File: config.mk
export PLATFORM = sky130hd
export DESIGN_NAME = pfx_ctrl
export DESIGN_NICKNAME = d
export VERILOG_FILES = /design/src/rtl/pfx_pkg.sv /design/src/rtl/pfx_ctrl.sv
export SDC_FILE = /design/constraint.sdc
export NUM_CORES = 1
export LEC_CHECK = 0
export ABC_AREA = 1
export BUFFER_PORTS_ARGS = -buffer_cell sky130_fd_sc_hd__buf_2
export CAP_MARGIN = 5
export CORE_AREA = 2 2 39 41
export CTS_CLUSTER_SIZE = 24
export DETAILED_ROUTE_END_ITERATION = 6
export DIE_AREA = 0 0 41 43
export PLACE_DENSITY = 0.69
export SLEW_MARGIN = 10
export SYNTH_ARGS = -nofsm -noshare
export SYNTH_HDL_FRONTEND = slang
export SYNTH_SLANG_ARGS = --single-unit
File: constraint.sdc
create_clock -name aclk -period 1.1 [get_ports aclk]
set_input_delay 0.22 -clock aclk [delete_from_list [all_inputs] [get_ports aclk]]
set_output_delay 0.22 -clock aclk [all_outputs]
set_load 0.005 [all_outputs]
File: src/rtl/pfx_pkg.sv
// Shared types and constants for the postfix expression evaluator.
// Used by pfx_ctrl, pfx_dp, pfx_div and the top level; depends on nothing.
package pfx_pkg;

    localparam int DATA_W   = 32;
    localparam int CHAR_W   = 8;
    localparam int STATUS_W = 3;

    // Result status codes
    localparam logic [STATUS_W-1:0] ERR_NONE     = 3'd0;
    localparam logic [STATUS_W-1:0] ERR_FEW      = 3'd1;
    localparam logic [STATUS_W-1:0] ERR_DIV0     = 3'd2;
    localparam logic [STATUS_W-1:0] ERR_INVALID  = 3'd3;
    localparam logic [STATUS_W-1:0] ERR_OVERFLOW = 3'd4;

    // Character codes
    localparam logic [CHAR_W-1:0] CH_ZERO  = 8'h30;
    localparam logic [CHAR_W-1:0] CH_NINE  = 8'h39;
    localparam logic [CHAR_W-1:0] CH_PLUS  = 8'h2B;
    localparam logic [CHAR_W-1:0] CH_MINUS = 8'h2D;
    localparam logic [CHAR_W-1:0] CH_STAR  = 8'h2A;
    localparam logic [CHAR_W-1:0] CH_SLASH = 8'h2F;

    localparam logic [DATA_W-1:0] ERR_VALUE = 32'hFFFF_FFFF;

    typedef enum logic [2:0] {
        ST_IDLE,
        ST_DECODE,
        ST_EFLUSH,
        ST_OP_READ,
        ST_OP_EXEC,
        ST_DIV,
        ST_WB,
        ST_END
    } pfx_state_t;

    // Controller to datapath
    typedef struct packed {
        logic capture;
        logic digit_step;
        logic flush;
        logic rd_issue;
        logic exec;
        logic writeback;
        logic out_load;
    } pfx_cmd_t;

    // Datapath to controller
    typedef struct packed {
        logic is_digit;
        logic is_op;
        logic is_div;
        logic last;
        logic err;
        logic count_lt2;
        logic b_zero;
        logic div_done;
    } pfx_stat_t;

endpackage

File: src/rtl/pfx_ctrl.sv
// Controller: sequences each character through decode, stack read, execute,
// divide and write back, and owns both handshakes. Uses pfx_pkg.
module pfx_ctrl (
    input  logic               aclk,
    input  logic               aresetn,
    input  logic               s_tvalid,
    output logic               s_tready,
    output logic               m_tvalid,
    input  logic               m_tready,
    input  pfx_pkg::pfx_stat_t stat,
    output pfx_pkg::pfx_cmd_t  cmd
);
    import pfx_pkg::*;

    pfx_state_t state_reg, state_next;
    logic       m_valid_reg, m_valid_next;
    logic       out_free;
    pfx_state_t after_item;

    assign out_free   = !m_valid_reg || m_tready;
    assign after_item = stat.last ? ST_END : ST_IDLE;

    always_comb begin
        state_next = state_reg;
        case (state_reg)
            ST_IDLE: begin
                if (s_tvalid) state_next = ST_DECODE;
            end
            ST_DECODE: begin
                if (stat.err) begin
                    state_next = after_item;
                end else if (stat.is_digit) begin
                    state_next = stat.last ? ST_EFLUSH : ST_IDLE;
                end else if (stat.is_op) begin
                    state_next = ST_OP_READ;
                end else begin
                    state_next = after_item;
                end
            end
            ST_EFLUSH: state_next = ST_END;
            ST_OP_READ: begin
                if (stat.err || stat.count_lt2) state_next = after_item;
                else state_next = ST_OP_EXEC;
            end
            ST_OP_EXEC: begin
                if (!stat.is_div) state_next = ST_WB;
                else if (stat.b_zero) state_next = after_item;
                else state_next = ST_DIV;
            end
            ST_DIV: begin
                if (stat.div_done) state_next = ST_WB;
            end
            ST_WB: state_next = after_item;
            ST_END: begin
                if (out_free) state_next = ST_IDLE;
            end
            default: state_next = ST_IDLE;
        endcase
    end

    always_comb begin
        cmd      = '0;
        s_tready = 1'b0;
        case (state_reg)
            ST_IDLE: begin
                s_tready    = 1'b1;
                cmd.capture = s_tvalid;
            end
            ST_DECODE: begin
                cmd.digit_step = !stat.err && stat.is_digit;
                cmd.flush      = !stat.err && !stat.is_digit;
            end
            ST_EFLUSH:  cmd.flush     = 1'b1;
            ST_OP_READ: cmd.rd_issue  = 1'b1;
            ST_OP_EXEC: cmd.exec      = 1'b1;
            ST_WB:      cmd.writeback = 1'b1;
            ST_END:     cmd.out_load  = out_free;
            default:    cmd           = '0;
        endcase
    end

    // Hold the result until the transfer completes
    always_comb begin
        m_valid_next = m_valid_reg;
        if (cmd.out_load) m_valid_next = 1'b1;
        else if (m_tready) m_valid_next = 1'b0;
    end

    always_ff @(posedge aclk) begin
        if (!aresetn) begin
            state_reg   <= ST_IDLE;
            m_valid_reg <= 1'b0;
        end else begin
            state_reg   <= state_next;
            m_valid_reg <= m_valid_next;
        end
    end

    assign m_tvalid = m_valid_reg;

endmodule
# After elaboration in Yosys (flattened, before gate mapping)
# Index checks and enable logic that the tools add are counted.
# Widths: inputs -> output; s select.
# op_classes
n_eq_ne,10
reduce_logical,10
muxes,22
# op_table
op,n
$mux 3,10
$pmux 3 s8,1
$eq 3x3->1 const B,4
$mux 1,9
$eq 3x2->1 const B,2
$ne 2x2->1 const B,3
$eq 3x1->1 const B,1
$logic_not 1->1,3
$logic_not 3->1,1
$reduce_and 3->1,1
$logic_and 1x1->1,2
$logic_or 1x1->1,2
$mux 2,1
$pmux 1 s2,1
$reduce_bool 2->1,1
# totals
ff_bits,4
output_inout_bits,9
wordCells,44
in_bits,12

# Depth between registers and ports, before layout
# depth
depth_word,5
mapped_depth,9
ltp_nobuf,9

# Least setup slack after synthesis
# Ideal clock, no wire load.
# synth_timing
path_type,reg2out
start,reg state_reg[0]
end,out cmd[4] in the netlist's numbering
t_required_ns,0.880
path_buffers,0
stages_incl_launch_ff,5
setup_slack_ns,-0.064
t_arrival_ns,0.944
path_cell_list,dfxtp_1 -> inv_1 -> nor3_2 -> inv_1 -> o31ai_1
# synth_lines
item,line,text
"start, declared",pfx_ctrl.sv:15,"pfx_state_t state_reg, state_next;"
"start signal, assigned",pfx_ctrl.sv:94,state_reg <= state_next;
"end, declared",pfx_ctrl.sv:11,output pfx_pkg::pfx_cmd_t cmd

==> flow_metrics.env <==
export IMPL_routabilityCongestion=0.803
export IMPL_fp_dieH_um=43
export IMPL_power_leakage_nw=0.407
export IMPL_worst_pin_slew_ns=0.200
export IMPL_viasPerCell=4.52
export IMPL_worstSetupPathType="reg2out"
export IMPL_clock_sinks=4
export IMPL_cp_data_required_time_ns=0.88
export IMPL_status="complete, but fails checks"
export IMPL_cts_buffer_depth=2
export IMPL_dr_first_iter_drc_count=9
export IMPL_grt_pass1_wl_um=1940
export IMPL_rows=14
export IMPL_dieArea_mm2=0.00176
export IMPL_drive_gt1_share_pct=43.8
export IMPL_portBuffers=20
export IMPL_ys_warn_count=0
export IMPL_cts_tree="done"
export IMPL_syn_to_final_growth_pct=54.3
export IMPL_cts_buffers_inserted=3
export IMPL_reg2reg_setup_slack_ns=-0.21
export IMPL_synth_fp_nets=92
export IMPL_fmax_mhz=738
export IMPL_clkSlewWorstSetupHoldPaths_ns=0.04
export IMPL_r2r_cells=9
export IMPL_grt_pass1_vias=544
export IMPL_r2r_end="state_reg[2]"
export IMPL_clkLatencyLatePin_ns=0.23
export IMPL_setup_worst_path_start_class="register"
export IMPL_worstHoldStart="aresetn"
export IMPL_largest_register_ffs=3
export IMPL_core_mm2=0.00138
export IMPL_arrival_ns=1.14
export IMPL_antenna_cells=0
export IMPL_worst_ir_drop_vdd_mv=1.03
export IMPL_fin_skew_ns=0.00140
export IMPL_initial_core_util_pct=31.6
export IMPL_layout_setup_ws_ns=-0.256
export IMPL_violations="setup timing"
export IMPL_power_mw=1.23
export IMPL_holdPathEnd="m_tvalid"
export IMPL_grt_setup_unrepaired="yes"
export IMPL_dr_pass1_iters=4
export IMPL_fin_nets=126
export IMPL_dp_cells=122
export IMPL_die_w_um=41
export IMPL_hold_viol_final=0
export IMPL_syn_avg_cell_area_um2=5.47
export IMPL_grt_use_total_pct=16.2
export IMPL_grt_max_degree=7
export IMPL_hold_buffers=0
export IMPL_path_max_fanout=6
export IMPL_synth_distinct_cells=17
export IMPL_cap_violations=0
export IMPL_yosysSeqAreaShare_pct=18.3
export IMPL_wl_per_cell_um=9.20
export IMPL_ys_seq_elements=4
export IMPL_setup_viol=11
export IMPL_vias=578
export IMPL_routed_wl_um=1180
export IMPL_grt_overflow=0
export IMPL_period_needed_ns=1.36
export IMPL_end_kind="output pin"
export IMPL_slew_headroom_pct=86.6
export IMPL_cts_max_level=1
export IMPL_io_pins=21
export IMPL_antenna_found_initial=0
export IMPL_ant_nets=0
export IMPL_postSynthCellCount=80
export IMPL_placed_cell_area_um2=617
export IMPL_tns_ns=-1.96
export IMPL_holdWs_ns=0.226
export IMPL_utilization_pct=48.8
export IMPL_synthesis_area_um2=438
export IMPL_p_per_area_mw_per_mm2=1820
export IMPL_hpwl_um=969
export IMPL_post_route_period_util_pct=123
export IMPL_slew_viol_final=0
export IMPL_reg2reg_from="state_reg[0]"
export IMPL_stdcell_count=128
export IMPL_dp_worst_setup_slack_ns=-0.106
export IMPL_fillers=147
export IMPL_drc=0
export IMPL_hold_class="in2reg"
export IMPL_root_buffer="clkbuf_4"
export IMPL_whs_path_depth=2
export IMPL_final_cell_area_um2=676
-- how the worst max path moves through the flow --
stage                 start     end  slack (ns)  cells past startpoint
6_report       state_reg[1]  cmd[4]       -0.26                      4
5_1_grt        state_reg[1]  cmd[4]       -0.32                      4
4_1_cts        state_reg[2]  cmd[4]       -0.25                      4
3_5_place_dp   state_reg[0]  cmd[4]       -0.11                      5
3_3_place_gp   state_reg[0]  cmd[4]       -0.09                      5
2_1_floorplan  state_reg[0]  cmd[4]       -0.02                      4
-- worst max-delay path: stages (launching register included) --
cell     delay [ns]
dfxtp_4        0.36
nor3_4         0.20
inv_2          0.06
o31ai_2        0.15
buf_2          0.14
-- routing by layer --
layer  track usage, %  routed length (µm)
met1             18.1                 494
met2             25.3                 610
met3             4.71                  56
met4             10.0                  15
met5                0                   0
-- kinds of logic after synthesis --
| group | synth area share [%] |
|---|---|
| buffers and inverters | 18.0 |
| AO/OA/AOI/OAI | 15.1 |
| AND/OR/NAND/NOR | 48.6 |
| flip-flops | 18.3 |
-- synthesized netlist by cell type --
library cell	instances	area, µm²
a21oi_1	4	20.0
a21oi_2	2	17.5
buf_4	1	7.51
dfxtp_1	4	80.1
inv_1	17	63.8
inv_2	2	7.51
nand2_1	14	52.6
nand3_1	11	55.1
nand3_2	2	20.0
nand4_1	1	6.26
nor2_1	15	56.3
nor2_2	2	12.5
nor3_2	1	10.0
o21a_1	1	7.51
o21ai_0	1	5.00
o21ai_2	1	8.76
o31ai_1	1	7.51
-- area by class of cell --
type	count	area [µm²]	share of cell area, %
Clock buffer	3	22.5	3.33
Inverter	19	73.8	10.9
Multi-Input combinational cell	56	298	44.1
Sequential cell	4	86.3	12.8
Tap cell	16	20.0	2.96
Timing Repair Buffer	30	175	25.9
-- cells in the final DEF (no fill, tap or decap), types with 2 or more instances in the layout --
cell type / n
nor2_2: 2
a21oi_1: 4
nand2_1: 14
clkbuf_4: 3
a21oi_2: 2
buf_4: 10
inv_2: 3
buf_2: 20
inv_1: 15
nor2_1: 15
nand3_1: 11
dfxtp_2: 2
-- what timing repair did --
| action | CTS | global route |
|---|---|---|
| pin swaps | 2 | 1 |
| endpoints found under the hold margin | 0 | 0 |
| setup endpoints to repair | 11 | 11 |
| resized for setup | 2 | 3 |
| setup buffers | 2 | 1 |
-- report_power, final --
group | internal (mW) | switching, mW | total [mW]
Sequential | 0.195 | 0.0548 | 0.249
Combinational | 0.380 | 0.422 | 0.802
Clock | 0.122 | 0.0530 | 0.175
Power figures use the tool's default switching activity.
